### config.mk
export PLATFORM = sky130hd
export DESIGN_NAME = hall_sensor_homing_fsm_unit
export DESIGN_NICKNAME = d
export VERILOG_FILES = /design/src/design/hshome_pkg.sv /design/src/design/hshome_fsm.sv /design/src/design/hall_sensor_homing_fsm_unit.sv
export SDC_FILE = /design/constraint.sdc
export NUM_CORES = 1
export LEC_CHECK = 0
export ABC_AREA = 1
export BUFFER_PORTS_ARGS = -buffer_cell sky130_fd_sc_hd__buf_2
export CAP_MARGIN = 30
export CORE_MARGIN = 3
export CORE_UTILIZATION = 55
export CTS_BUF_LIST = sky130_fd_sc_hd__clkbuf_8
export DETAILED_ROUTE_END_ITERATION = 10
export GPL_TIMING_DRIVEN = 0
export PLACE_DENSITY = 0.75
export SYNTH_ARGS = -nofsm -noshare
export SYNTH_HDL_FRONTEND = slang
export SYNTH_HIERARCHICAL = 1
export SYNTH_SLANG_ARGS = --single-unit
### constraint.sdc
create_clock -name aclk -period 2.25 [get_ports aclk]
set_clock_uncertainty 0.2 [all_clocks]
set_input_delay 0.1125 -clock aclk [delete_from_list [all_inputs] [get_ports aclk]]
set_output_delay 0.1125 -clock aclk [all_outputs]
set_load 0.05 [all_outputs]
### src/design/hshome_pkg.sv
// shared types and constants for the hall sensor homing sequencer
`default_nettype none
package hshome_pkg;

    localparam int COUNT_BITS = 16;
    localparam int CFG_BITS   = 16;
    // compare width wide enough for both the count and the threshold plus one
    localparam int CMP_BITS   = ((COUNT_BITS > CFG_BITS) ? COUNT_BITS : CFG_BITS) + 1;

    localparam int IN_TDATA_BITS  = 8;
    localparam int OUT_TDATA_BITS = 8;

    typedef logic [COUNT_BITS-1:0] count_t;
    typedef logic [CFG_BITS-1:0]   cfg_t;

    typedef enum logic [2:0] {
        MODE_IDLE    = 3'd0,
        MODE_FIND    = 3'd1,
        MODE_LEAVE   = 3'd2,
        MODE_INFIELD = 3'd3,
        MODE_CENTER  = 3'd4,
        MODE_DONE    = 3'd5
    } mode_t;

    typedef enum logic [1:0] {
        CMD_NONE = 2'd0,
        CMD_FWD  = 2'd1,
        CMD_BACK = 2'd2
    } step_cmd_t;

    typedef enum logic {
        OP_TICK  = 1'b0,
        OP_START = 1'b1
    } op_t;

    typedef struct packed {
        logic      calibrated;
        logic      position_reset;
        step_cmd_t step_command;
    } result_t;

endpackage
`default_nettype wire

### src/design/hshome_fsm.sv
// homing state machine: mode and step count update for one item
`default_nettype none
module hshome_fsm (
    input  wire logic                 aclk,
    input  wire logic                 aresetn,
    input  wire logic                 cfg_wr_en,
    input  wire hshome_pkg::cfg_t     cfg_wr_data,
    input  wire logic                 step_en,
    input  wire hshome_pkg::op_t      operation,
    input  wire logic                 hall_active,
    output hshome_pkg::result_t       result
);

    hshome_pkg::mode_t  mode_reg, mode_next;
    hshome_pkg::count_t count_reg, count_next;
    hshome_pkg::cfg_t   min_out_reg;

    logic [hshome_pkg::CMP_BITS-1:0] lim_ext;
    logic [hshome_pkg::CMP_BITS-1:0] lim_plus;
    logic [hshome_pkg::CMP_BITS-1:0] cnt_ext;
    logic [hshome_pkg::CMP_BITS-1:0] cnt_max_ext;
    hshome_pkg::count_t              cnt_inc;
    hshome_pkg::count_t              leave_start;
    logic                            cnt_full;
    logic                            cnt_zero;

    always_ff @(posedge aclk) begin
        if (!aresetn) begin
            mode_reg    <= hshome_pkg::MODE_IDLE;
            count_reg   <= '0;
            min_out_reg <= hshome_pkg::CFG_BITS'(20);
        end else begin
            if (cfg_wr_en) begin
                min_out_reg <= cfg_wr_data;
            end
            if (step_en) begin
                mode_reg  <= mode_next;
                count_reg <= count_next;
            end
        end
    end

    always_comb begin
        lim_ext     = hshome_pkg::CMP_BITS'(min_out_reg);
        lim_plus    = lim_ext + hshome_pkg::CMP_BITS'(1);
        cnt_ext     = hshome_pkg::CMP_BITS'(count_reg);
        cnt_max_ext = hshome_pkg::CMP_BITS'({hshome_pkg::COUNT_BITS{1'b1}});
        cnt_full    = (count_reg == {hshome_pkg::COUNT_BITS{1'b1}});
        cnt_zero    = (count_reg == '0);
        cnt_inc     = cnt_full ? count_reg : count_reg + hshome_pkg::COUNT_BITS'(1);
        // threshold plus one, clamped to the counter range
        leave_start = (lim_plus > cnt_max_ext) ? {hshome_pkg::COUNT_BITS{1'b1}}
                                               : lim_plus[hshome_pkg::COUNT_BITS-1:0];
    end

    always_comb begin
        mode_next = mode_reg;
        count_next = count_reg;
        result = '{calibrated: 1'b0, position_reset: 1'b0,
                   step_command: hshome_pkg::CMD_NONE};
        if (operation == hshome_pkg::OP_START) begin
            count_next = '0;
            mode_next  = hshome_pkg::MODE_FIND;
        end else begin
            unique case (mode_reg)
                hshome_pkg::MODE_DONE: begin
                    result.calibrated = 1'b1;
                end
                hshome_pkg::MODE_FIND: begin
                    if (hall_active && (cnt_ext <= lim_ext)) begin
                        // started inside the field: back out first
                        count_next = leave_start;
                        mode_next  = hshome_pkg::MODE_LEAVE;
                    end else if (hall_active) begin
                        count_next = '0;
                        mode_next  = hshome_pkg::MODE_INFIELD;
                    end else begin
                        result.step_command = hshome_pkg::CMD_FWD;
                        count_next = cnt_inc;
                    end
                end
                hshome_pkg::MODE_LEAVE: begin
                    if (cnt_zero) begin
                        mode_next = hshome_pkg::MODE_FIND;
                    end else begin
                        result.step_command = hshome_pkg::CMD_BACK;
                        if (!hall_active) begin
                            count_next = count_reg - hshome_pkg::COUNT_BITS'(1);
                        end
                    end
                end
                hshome_pkg::MODE_INFIELD: begin
                    if (!hall_active) begin
                        mode_next  = hshome_pkg::MODE_CENTER;
                        count_next = count_reg >> 1;
                    end else begin
                        result.step_command = hshome_pkg::CMD_FWD;
                        count_next = cnt_inc;
                    end
                end
                hshome_pkg::MODE_CENTER: begin
                    if (cnt_zero) begin
                        mode_next = hshome_pkg::MODE_DONE;
                        result.position_reset = 1'b1;
                    end else begin
                        result.step_command = hshome_pkg::CMD_BACK;
                        count_next = count_reg - hshome_pkg::COUNT_BITS'(1);
                    end
                end
                hshome_pkg::MODE_IDLE: begin
                end
                default: begin
                end
            endcase
        end
    end

endmodule
`default_nettype wire

### src/design/hall_sensor_homing_fsm_unit.sv
// top level of the hall sensor homing sequencer: input register, fsm, result register
//
//   channel   dir   ports                    contents
//   s_        in    tvalid tready tdata tuser tdata[0] hall_active, tuser[0] operation
//   m_        out   tvalid tready tdata       step_command, position_reset, calibrated
//   cfg_      in    wr_en wr_data            min_steps_outside, written when wr_en is high
//
// one item per cycle while m_ is not stalled; an accepted item passes through the
// input register and then the result register before it appears on m_.
// the fsm advances only when the input register holds an item and the result
// register is free or being drained, so stalls on m_ back up to s_tready.
// reset clears mode, step count, valid flags and sets min_steps_outside to 20.
`default_nettype none
module hall_sensor_homing_fsm_unit (
    input  wire logic                                  aclk,
    input  wire logic                                  aresetn,
    input  wire logic                                  cfg_wr_en,
    input  wire logic [hshome_pkg::CFG_BITS-1:0]       cfg_wr_data,
    input  wire logic                                  s_tvalid,
    output logic                                       s_tready,
    // [0] hall_active, [7:1] zero
    input  wire logic [hshome_pkg::IN_TDATA_BITS-1:0]  s_tdata,
    // [0] operation
    input  wire logic                                  s_tuser,
    output logic                                       m_tvalid,
    input  wire logic                                  m_tready,
    // [1:0] step_command, [2] position_reset, [3] calibrated, [7:4] zero
    output logic [hshome_pkg::OUT_TDATA_BITS-1:0]      m_tdata
);

    logic                in_valid_reg;
    hshome_pkg::op_t     in_op_reg;
    logic                in_hall_reg;
    logic                out_valid_reg;
    hshome_pkg::result_t out_res_reg;
    hshome_pkg::result_t fsm_res;
    logic                advance;

    assign advance  = in_valid_reg && (!out_valid_reg || m_tready);
    assign s_tready = !in_valid_reg || advance;

    always_ff @(posedge aclk) begin
        if (!aresetn) begin
            in_valid_reg  <= 1'b0;
            out_valid_reg <= 1'b0;
        end else begin
            if (s_tready) begin
                in_valid_reg <= s_tvalid;
            end
            if (advance) begin
                out_valid_reg <= 1'b1;
            end else if (m_tready) begin
                out_valid_reg <= 1'b0;
            end
        end
    end

    // payload registers
    always_ff @(posedge aclk) begin
        if (s_tready && s_tvalid) begin
            in_op_reg   <= hshome_pkg::op_t'(s_tuser);
            in_hall_reg <= s_tdata[0];
        end
        if (advance) begin
            out_res_reg <= fsm_res;
        end
    end

    hshome_fsm u_fsm (
        .aclk        (aclk),
        .aresetn     (aresetn),
        .cfg_wr_en   (cfg_wr_en),
        .cfg_wr_data (cfg_wr_data),
        .step_en     (advance),
        .operation   (in_op_reg),
        .hall_active (in_hall_reg),
        .result      (fsm_res)
    );

    assign m_tvalid = out_valid_reg;
    assign m_tdata  = hshome_pkg::OUT_TDATA_BITS'(out_res_reg);

endmodule
`default_nettype wire

==> implementation parameters, run 1 <==
Parameter                              Value

Global route
  Total congestion overflow after global routing ... 0
  Number of antenna violations at the first check in global routing ... 0
  Vias in the first global route ... 4900
  Wire length of the first global-routing pass ... about 24000 um
  Largest net degree at the start of global routing ... 16
  Total Routing Usage GR ... 0.326

STA
  RSZ-0062 raised after global routing ... yes
  Final number of hold-violating endpoints ... 1
  Finish-stage setup viols ... 13
  Clock period minus worst slack ... around 2300 ps
  Maximum clock rate ... 0.426 GHz
  Worst slew margin ... 0.521
  Hold WS ... -48.5 ps
  Max Slew Vio Count ... 0
  Transition time at the pin with the least slew margin ... 719 ps
  Final critical-path share of the clock period ... 1.04
  Worst path setup slack after routing ... -99.2 ps

Logic synthesis
  Yosys reg bits ... 43
  Cell types occupying the most area after synthesis ... nand2_1, dfxtp_1, nand3_1
  Async set-or-reset flop fraction in the synthesized netlist ... 0
  Number of flops mapped to enable cells by yosys ... 6
  Average cell area after synthesis ... 5.87 um2
  Total number of yosys warnings ... 6
  Library cell occupying the most area in the post-synthesis netlist ... nand2_1
  Predominant post-synthesis flop cell ... dfxtp_1
  Post-Synthesis Cell Area ... around 4400 um2
  Post-Syn Instances ... between 700 and 800
  Fraction of post-synthesis cell area in the top cell type by area ... 0.184
  Count of distinct cell types in the synthesized netlist ... 41
  Fraction of the yosys area taken by sequential cells ... 0.208

Setup path
  Arrival time of the worst setup path ... 2390 ps
  Crit path max fanout ... 7
  CP Capture Type ... flop
  Slack of the worst reg-to-reg path ... -100 ps
  R2R Path End ... u_fsm/count_reg[10]
  Required time at the endpoint of the critical path ... 2290 ps
  Kind of critical path ... flop to flop
  FF-to-FF Start ... u_fsm/min_out_reg[1]
  Worst Setup Start Kind ... flop
  Worst Reg2Reg Path Length in Cells ... 14

Layout
  Layout cell share with drive strength beyond 1 ... 0.325
  Nets@finish ... 899
  Total of fill cells in the finished design ... between 600 and 700
  Area growth, synth to finish ... 34.0%
  Seq. cell area ... 986 um2
  Antenna diode instance count ... 0
  Area of the multi-input gates ... between 3000 and 4000 um2

Floorplan
  Die X-Extent ... 95.7 um
  Effective utilization at floorplan ... 0.570
  Total core area ... ~7800 um2
  Placement row count ... 32
  Die height ... approximately 96 um
  I/O pin count ... 40
  DIE AREA ... 9170 um2

Place
  GPL Wtd Cong ... 1.02
  Post-placement setup slack ... -491 ps
  Port Buf Inserts ... 28
  Final HPWL DP ... 10500 um

Clock network
  Clock sink count ... 43
  Total of hold buffers inserted after clock tree synthesis ... 30
  Clock tree from TritonCTS ... yes
  Worst skew pair latency ... 320 ps
  Max H-tree Level ... 2
  Number of clock buffers inserted by TritonCTS ... 5
  Buffer depth of the longest clock path ... 2
  Clock-pin slew of the registers on the worst-case setup and hold paths ... 100 ps
  Clk root buf ... clkbuf_8

Detailed routing
  Total DRC errors in the routed layout ... 0
  Post-route ant nets ... 0
  Detailed-routed wire length on met3 ... 1110 um
  Mean number of vias per cell ... just under 6
  Top layer reached by signal wires ... met4
  Iteration-0 DRC count of the detailed router ... 454
  Number of optimization iterations in the first detailed-route pass ... 5
  Final WL ... 15700 um
  Detailed-route wire length per cell ... roughly 16 um
  Met2 WL post-DR ... 7720 um
  Routed via count ... between 5000 and 6000
  Routed length on met1 ... between 6000 and 7000 um

Run status
  Failing checks ... negative hold slack, negative setup slack
  Result of the run ... finished with violations

Power and ir drop
  Power Density ... about 400 nW/um2
  Peak ir drop on the vdd network ... 0.302 mV
  Standby leakage power ... between 0.002 and 0.003 uW
  Total power of the final layout ... 2380 uW

Worst hold path
  Worst hold path type ... input port to flop
  Hold depth ... 3
  End of the worst hold path ... u_fsm/mode_reg[0]
  Startpoint of the most critical hold path ... aresetn

Job
  Max cap viols ... 0
## per-stage QoR
stage | setup TNS (ps) | hold slack, ps | cells | utilization | cell area [um2]
floorplan | 0 | 11.4 | 758 | - | 4440
global placement | -6360 | 89.2 | 888 | 0.606 | 4710
detailed placement | -7170 | 91.6 | 888 | 0.606 | 4710
CTS | -5.88 | -60.7 | 944 | 0.697 | 5420
global route | -2060 | -10.1 | 952 | 0.764 | 5940
finish | -754 | -48.5 | 952 | 0.764 | 5940
## kinds of logic (layout without fill, tap and decap cells)
| logic type | after synthesis | count (layout) | synth area share |
|---|---|---|---|
| AOI/OAI and AO/OA | 120 | 120 | 0.149 |
| xor gates and xnor gates | 13 | 13 | 0.0257 |
| adders and majority gates | 20 | 20 | 0.0565 |
| buffers and inverters | 118 | 210 | 0.111 |
| DFF | 43 | 43 | 0.208 |
| other | 1 | 4 | 0.000847 |
| and+or+nand+nor | 440 | 440 | 0.448 |
## metal layers
layer / up-vias / track usage
met3: 78 / 0.0289
met4: 0 / 0.128
met2: 303 / 0.573
li1: 2657 / -
met5: - / 0
met1: 2511 / 0.409
## cells in the final DEF (no fill, tap or decap), types with 6 or more instances in the layout
| master | count |
|---|---|
| dfxtp_4 | 11 |
| nand4_1 | 15 |
| nand3_2 | 24 |
| dfxtp_2 | 19 |
| inv_2 | 26 |
| dfxtp_1 | 7 |
| nor2_1 | 66 |
| a21oi_1 | 54 |
| edfxtp_1 | 6 |
| nand2_1 | 187 |
| dlygate4sd3_1 | 30 |
| a21oi_2 | 17 |
| clkbuf_1 | 9 |
| nor2_4 | 11 |
| nand2_2 | 32 |
| ha_1 | 6 |
| inv_1 | 53 |
| xor2_1 | 12 |
| buf_2 | 33 |
| nand3_1 | 67 |
| buf_4 | 31 |
| o21ai_1 | 7 |
| nor2_2 | 13 |
| ha_4 | 12 |
| buf_6 | 6 |
| o21ai_0 | 33 |
## cell type report
type,count,share of cell area
clock inverters,3,0.00401
clock buffers,5,0.0116
inverters,88,0.0594
repair buffers,84,0.110
plain buffers,30,0.0333
well taps,102,0.0215
flip-flops and latches,43,0.166
multi-input cells,597,0.594
## synth_stat cells, drive strengths merged (2+ instances only)
cell type  count
nand2        224
nor3           9
xor2          12
buf           20
clkbuf        10
a21oi         71
nand4         16
nand3b         3
o21ai         44
dfxtp         37
clkinv         2
nor4           3
inv           86
ha            20
nor2          91
edfxtp         6
nand3         93
## worst max path at each step
stage	start	to
6_report	u_fsm/min_out_reg[1]	u_fsm/count_reg[10]
3_5_place_dp	u_fsm/min_out_reg[15]	u_fsm/count_reg[0]
4_1_cts	u_fsm/count_reg[1]	u_fsm/count_reg[9]
2_1_floorplan	u_fsm/min_out_reg[3]	u_fsm/count_reg[10]
3_3_place_gp	u_fsm/min_out_reg[15]	u_fsm/count_reg[0]
5_1_grt	u_fsm/min_out_reg[1]	u_fsm/count_reg[5]
## what timing repair did
item | in CTS | in global routing
resized for setup | 62 | 131
setup endpoints to repair | 19 | 19
hold endpoints to repair | 23 | 1
pin swaps | 9 | 43
gates cloned | 1 | 0
buffers inserted | 17 | 8
## report_power, final
part / switching (uW) / total, uW / internal (uW)
sequential: 52.7 / 870 / 817
combinational: 612 / 974 / 362
clock: 314 / 536 / 222
total: 978 / 2380 / 1400
## critical path, stage by stage (launching register included)
cell and delay [ps]:
dfxtp_4 420, ha_4 180, xor2_1 270, inv_1 130, nor2_2 190, nand2_2 90, nor2_2 100, nand2_1 60
nor2_1 110, nand2_1 70, nand2_2 100, inv_4 70, nand3_1 80, nand2_1 80, a21oi_2 110
(Power assumes the default switching activity.)
==> run 2, diff against run 1 <==
REMOVE_ABC_BUFFERS = 1   (was unset)
==> run 2 against run 1 <==
  * The run ends with negative setup slack left
  * Count of clock-buffer cells in the layout is the same
  * First-iteration DRC count fell by 5.5%
  * Register-to-register slack better by 20 ps
  * Global-route usage is 2.1 points lower
  * Routed wire length fell by 8.1%
  * Die area stayed put
  * Fmax rose by 0.68%
  * Critical path depth unchanged
  * Total power increased by 5.3%
  * Critical path type unchanged
  * Largest cell class unchanged
  * Largest power group unchanged
  * Highest routed layer unchanged
==> implementation parameters, run 2 (synthesis gave the netlist of run 1 again) <==
Parameter                              Value

Place
  Final HPWL DP ... 9330 um (was 10500 um)
  # placed instances ... 858 (was 888)
  Port Buf Inserts ... 28 (unchanged)
  GPL Wtd Cong ... 0.961 (was 1.02)

Clock network
  Clock tree from TritonCTS ... yes (unchanged)
  Clock sink count ... 43 (unchanged)
  Clock-pin slew of the registers on the worst-case setup and hold paths ... 90 ps (was 100 ps)
  Number of clock buffers inserted by TritonCTS ... 5 (unchanged)
  Worst skew pair latency ... 310 ps (was 320 ps)
  Buffer depth of the longest clock path ... 2 (unchanged)
  Clk root buf ... clkbuf_8 (unchanged)
  Max H-tree Level ... 2 (unchanged)

Layout
  Commonest non-fill, non-tap cell in the layout ... nand2_1 (unchanged)
  Antenna diode instance count ... 0 (unchanged)
  Finished Core Util ... 0.739 (was 0.764)
  Cell Count, Final, Fillers Out ... 922 (was 952)
  Layout cell share with drive strength beyond 1 ... 0.285 (was 0.325)
  Seq. cell area ... 1000 um2 (was 986 um2)
  Area of the multi-input gates ... 3450 um2 (was 3520 um2)
  Most frequent cells in the layout ... nand2_1, nand3_1, nor2_1 (unchanged)
  Area growth, synth to finish ... 29.6% (was 34.0%)
  Nets@finish ... 869 (was 899)
  Total of fill cells in the finished design ... 630 (was 604)

STA
  Hold WS ... 7.03 ps (was -48.5 ps)
  Final number of hold-violating endpoints ... 0 (was 1)
  Transition time at the pin with the least slew margin ... 867 ps (was 719 ps)
  Maximum clock rate ... 0.429 GHz (was 0.426 GHz)
  Clock period minus worst slack ... 2330 ps (was 2350 ps)
  Finish-stage setup viols ... 13 (unchanged)
  RSZ-0062 raised after global routing ... yes (unchanged)
  Max Slew Vio Count ... 0 (unchanged)
  Worst slew margin ... 0.422 (was 0.521)
  Final critical-path share of the clock period ... 1.04 (about the same)
  Worst path setup slack after routing ... -83.4 ps (was -99.2 ps)

Power and ir drop
  Power Density ... 437 nW/um2 (was 401 nW/um2)
  Peak ir drop on the vdd network ... 0.402 mV (was 0.302 mV)
  Standby leakage power ... 0.00253 uW (was 0.00262 uW)

Global route
  Vias in the first global route ... 4687 (was 4900)
  Number of antenna violations at the first check in global routing ... 0 (unchanged)
  Total congestion overflow after global routing ... 0 (unchanged)
  Total Routing Usage GR ... 0.305 (was 0.326)
  Largest net degree at the start of global routing ... 36 (was 16)
  Wire length of the first global-routing pass ... 22200 um (was 23600 um)

Detailed routing
  Number of optimization iterations in the first detailed-route pass ... 5 (unchanged)
  Post-route ant nets ... 0 (unchanged)
  Total DRC errors in the routed layout ... 0 (unchanged)
  Mean number of vias per cell ... 5.73 (was 5.83)
  Iteration-0 DRC count of the detailed router ... 429 (was 454)
  Detailed-route wire length per cell ... 15.6 um (was 16.4 um)
  Final WL ... 14400 um (was 15700 um)
  Routed via count ... 5286 (was 5549)

Floorplan
  Die height ... 95.7 um (unchanged)
  Placement row count ... 32 (unchanged)
  DIE AREA ... 9170 um2 (unchanged)
  Total core area ... 7770 um2 (unchanged)
  Die X-Extent ... 95.7 um (unchanged)
  I/O pin count ... 40 (unchanged)
  Effective utilization at floorplan ... 0.570 (unchanged)

Setup path
  Required time at the endpoint of the critical path ... 2270 ps (was 2290 ps)
  CP Capture Type ... flop (unchanged)
  Slack of the worst reg-to-reg path ... -80 ps (was -100 ps)
  Arrival time of the worst setup path ... 2360 ps (was 2390 ps)
  Crit path max-delay cell type ... dfxtp_2 (was dfxtp_4)
  Cells along the critical path ... inv_1, ha_4, a21oi_1, o21ai_0, a21oi_1, nand2_1, nand2_2, nand2_8, buf_12, nand3_1, nand3_2, inv_2, nand2_1, a21oi_2 (was ha_4, xor2_1, inv_1, nor2_2, nand2_2, nor2_2, nand2_1, nor2_1, nand2_1, nand2_2, inv_4, nand3_1, nand2_1, a21oi_2)
  Crit path max fanout ... 6 (was 7)
  Worst Setup Start Kind ... flop (unchanged)
  Kind of critical path ... flop to flop (unchanged)
  R2R Path End ... u_fsm/count_reg[4] (was u_fsm/count_reg[10])
  Worst Reg2Reg Path Length in Cells ... 14 (unchanged)
  Highest cell delay on the worst timing path ... 330 ps (was 420 ps)
  FF-to-FF Start ... u_fsm/min_out_reg[13] (was u_fsm/min_out_reg[1])

Worst hold path
  Startpoint of the most critical hold path ... aresetn (unchanged)
  Hold depth ... 3 (unchanged)
  Worst hold path type ... input port to flop (unchanged)
  End of the worst hold path ... u_fsm/min_out_reg[1] (was u_fsm/mode_reg[0])

Run status
  Failing checks ... negative setup slack (was negative hold slack, negative setup slack)
  Result of the run ... finished with violations (unchanged)

Job
  Max cap viols ... 0 (unchanged)
-- run 2: changes by cell type in the layout (fill, tap and decap cells not counted), sizes merged --
| cell | delta |
|---|---|
| inv | -1 |
| clkinvlp | -1 |
| clkbuf | -12 |
| nor2 | +1 |
| bufinv | +2 |
| dlygate4sd3 | -6 |
| buf | -14 |
| clkinv | +1 |
-- run 2: worst max-delay path: cells and delay by family (launching register included) --
kind                     cells  cell delay (ps)
AND/OR/NAND/NOR              6              580
AO/OA/AOI/OAI                4              550
flip-flops                   1              330
adder cells (fa/ha/maj)      1              230
buffers and inverters        3              360
-- run 2: how the worst max path moves through the flow --
stage                                      from             endpoint  slack [ps]  cells past startpoint
after detailed placement            in_hall_reg   u_fsm/count_reg[8]        -960                      9
after global routing       u_fsm/min_out_reg[2]   u_fsm/count_reg[8]        -210                     18
after global placement              in_hall_reg   u_fsm/count_reg[8]        -980                      9
after CTS                 u_fsm/min_out_reg[13]   u_fsm/count_reg[6]         -20                     14
after floorplan            u_fsm/min_out_reg[3]  u_fsm/count_reg[10]         -80                     16
final                     u_fsm/min_out_reg[13]   u_fsm/count_reg[4]         -80                     14
-- run 2: per-layer routing --
metal	up-vias	track usage	routed length, um
met5	-	0	0
met4	0	0.109	550
met3	52	0.0375	965
met2	248	0.524	6970
met1	2394	0.391	5900
li1	2592	-	-
-- run 2: area by class of cell --
cell class	count	area share
clock buffers	5	0.0120
repair inverters	1	0.00109
multi-input cells	598	0.601
repair buffers	82	0.112
clock inverters	3	0.0118
inverters	88	0.0650
flip-flops and latches	43	0.174
well taps	102	0.0222
-- run 2: power by group --
group	total, uW	internal [uW]	switching (uW)
combinational	882	323	558
sequential	878	814	64.2
clock	747	443	303
-- run 2: repair_timing --
item / CTS / global route
cloned: 1 / 1
resized for setup: 78 / 87
setup endpoints to repair: 20 / 19
hold endpoints to repair: 22 / 0
setup buffers: 15 / 15
pin swaps: 6 / 39
hold buffers: 24 / 0
-- run 2: per-stage QoR --
stage	cell area [um2]	setup TNS [ps]	power (uW)	setup WS, ps
2_1_floorplan	4280	-785	1370	-79.5
5_1_grt	5740	-2300	2650	-209
3_3_place_gp	4550	-16950	1530	-977
3_5_place_dp	4550	-16550	1540	-963
4_1_cts	5280	-44.7	2380	-18.7
6_report	5740	-433	2510	-83.4
==> run 3, diff against run 2 <==
ABC_CLOCK_PERIOD_IN_PS = 2250   (was unset)
RECOVER_POWER = 25   (was unset)
==> run 3 against run 2 <==
  * Combinational power barely moved
  * Largest power group unchanged
  * Sequential power about the same
  * Die area is the same
  * Cell count stayed put
  * Worst setup slack got worse by 10 ps
  * Fmax decreased by 0.43%
  * The flow still finishes with violations (negative setup slack)
  * Via count down 0.81%
  * Critical endpoint unchanged
  * Register-to-register slack hardly changed
  * Count of clock-buffer cells in the layout stayed put
==> implementation parameters, run 3 (synthesis gave the netlist of run 1 again) <==
Parameter                              Value

STA
  Finish-stage setup viols ... 11 (was 13)
  Transition time at the pin with the least slew margin ... 866 ps (was 867 ps)
  Setup_tns ... -542 ps (was -433 ps)
  Maximum clock rate ... 0.427 GHz (was 0.429 GHz)
  Worst slew margin ... 0.422 (about the same)
  Clock period minus worst slack ... 2340 ps (was 2330 ps)
  RSZ-0062 raised after global routing ... yes (unchanged)
  Worst path setup slack after routing ... -93.4 ps (was -83.4 ps)
  Final number of hold-violating endpoints ... 0 (unchanged)
  Final critical-path share of the clock period ... 1.04 (about the same)
  Max Slew Vio Count ... 0 (unchanged)

Detailed routing
  Mean number of vias per cell ... 5.69 (was 5.73)
  Detailed-route wire length per cell ... 15.6 um (about the same)
  Detailed-routed wire length on met3 ... 895 um (was 965 um)
  Post-route ant nets ... 0 (unchanged)
  Met2 WL post-DR ... 6970 um (about the same)
  Final WL ... 14400 um (about the same)
  Total DRC errors in the routed layout ... 0 (unchanged)
  Routed length on met1 ... 6000 um (was 5900 um)
  Number of optimization iterations in the first detailed-route pass ... 6 (was 5)
  Top layer reached by signal wires ... met4 (unchanged)
  Iteration-0 DRC count of the detailed router ... 539 (was 429)
  Routed via count ... 5243 (was 5286)

Layout
  Antenna diode instance count ... 0 (unchanged)
  Layout cell share with drive strength beyond 1 ... 0.280 (was 0.285)
  Area growth, synth to finish ... 29.4% (was 29.6%)
  Commonest non-fill, non-tap cell in the layout ... nand2_1 (unchanged)
  Most frequent cells in the layout ... nand2_1, nand3_1, nor2_1 (unchanged)
  Nets@finish ... 869 (unchanged)
  Total of fill cells in the finished design ... 633 (was 630)
  Final cell area excluding filler cells ... 5730 um2 (was 5740 um2)
  Cell Count, Final, Fillers Out ... 922 (unchanged)

Power and ir drop
  Power Density ... 436 nW/um2 (was 437 nW/um2)
  Peak ir drop on the vdd network ... 0.399 mV (was 0.402 mV)
  Standby leakage power ... 0.00252 uW (was 0.00253 uW)
  Total power of the final layout ... 2500 uW (was 2510 uW)

Floorplan
  DIE AREA ... 9170 um2 (unchanged)
  Die height ... 95.7 um (unchanged)
  Total core area ... 7770 um2 (unchanged)
  Effective utilization at floorplan ... 0.570 (unchanged)
  Die X-Extent ... 95.7 um (unchanged)
  I/O pin count ... 40 (unchanged)
  Placement row count ... 32 (unchanged)

Setup path
  Required time at the endpoint of the critical path ... 2270 ps (about the same)
  Kind of critical path ... flop to flop (unchanged)
  CP Capture Type ... flop (unchanged)
  Worst Setup Start Kind ... flop (unchanged)
  Crit path max fanout ... 6 (unchanged)
  Arrival time of the worst setup path ... 2360 ps (about the same)

Job
  Max cap viols ... 0 (unchanged)

Global route
  Total Routing Usage GR ... 0.305 (unchanged)
  Largest net degree at the start of global routing ... 36 (unchanged)
  Wire length of the first global-routing pass ... 22200 um (unchanged)
  Vias in the first global route ... 4687 (unchanged)
  Total congestion overflow after global routing ... 0 (unchanged)
  Number of antenna violations at the first check in global routing ... 0 (unchanged)

Place
  Final HPWL DP ... 9330 um (unchanged)
  Standard cell area after detailed placement ... 4550 um2 (unchanged)
  Port Buf Inserts ... 28 (unchanged)
  GPL Wtd Cong ... 0.961 (unchanged)
  # placed instances ... 858 (unchanged)

Clock network
  Clk root buf ... clkbuf_8 (unchanged)
  Worst skew pair latency ... 310 ps (about the same)
  Clock tree from TritonCTS ... yes (unchanged)
  Clock sink count ... 43 (unchanged)
  Max H-tree Level ... 2 (unchanged)
  Number of clock buffers inserted by TritonCTS ... 5 (unchanged)
  Clock-pin slew of the registers on the worst-case setup and hold paths ... 90 ps (about the same)
  Buffer depth of the longest clock path ... 2 (unchanged)

Worst hold path
  Worst hold path type ... input port to flop (unchanged)

Run status
  Failing checks ... negative setup slack (unchanged)
  Result of the run ... finished with violations (unchanged)
## run 3: per-stage QoR
stage                     hold slack, ps  worst slack (ps)  utilization
after CTS                           3.11             -18.7        0.679
after global routing                17.4              -209        0.738
after floorplan                     11.4             -79.5            -
after detailed placement            91.0              -963        0.585
final                               10.0             -93.4        0.738
after global placement              89.6              -977        0.585
## run 3: per-layer routing
layer,vias to the layer above,global-route usage
met1,2381,0.391
li1,2592,-
met5,-,0
met3,46,0.0375
met2,224,0.524
met4,0,0.109
## run 3: critical path, stage by stage (launching register included)
cell and delay (ps):
dfxtp_2 330, inv_1 140, ha_4 230, a21oi_1 120, o21ai_0 90, a21oi_1 220, nand2_1 110, nand2_2 130
nand2_8 100, buf_12 160, nand3_1 80, nand3_2 100, inv_2 60, nand2_1 60, a21oi_2 130
## run 3: layout make-up
| type | instances | area [um2] | area share |
|---|---|---|---|
| clock buffer | 5 | 68.8 | 0.0120 |
| clock inverter | 3 | 67.6 | 0.0118 |
| inverter | 88 | 373 | 0.0651 |
| multi-input combinational | 598 | 3450 | 0.601 |
| sequential | 43 | 1000 | 0.174 |
| tap | 102 | 128 | 0.0223 |
| timing repair buffer | 82 | 642 | 0.112 |
| timing repair inverter | 1 | 6.26 | 0.00109 |
## run 3: path summary, 6_finish.rpt
path	startpoint	endpoint	slack, ps	cells after the start
worst max-delay path	u_fsm/min_out_reg[13]	u_fsm/count_reg[4]	-90	14
worst min-delay path	aresetn	u_fsm/min_out_reg[1]	10	3
worst max register to register	u_fsm/min_out_reg[13]	u_fsm/count_reg[4]	-90	14
worst min register to register	m_tvalid	m_tvalid	320	2
## run 3: timing repair
item                                    CTS  global route
setup buffers                            15            15
cloned                                    1             1
hold buffers                             24             0
pin swaps                                 6            39
hold endpoints to repair                 22             0
resized for setup                        78            87
endpoints found under the setup margin   20            19
## run 3: where the power goes
part	total, uW	internal [uW]	switching [uW]
Sequential	878	814	64.3
Combinational	880	323	558
Clock	743	443	299
Total	2500	1580	922
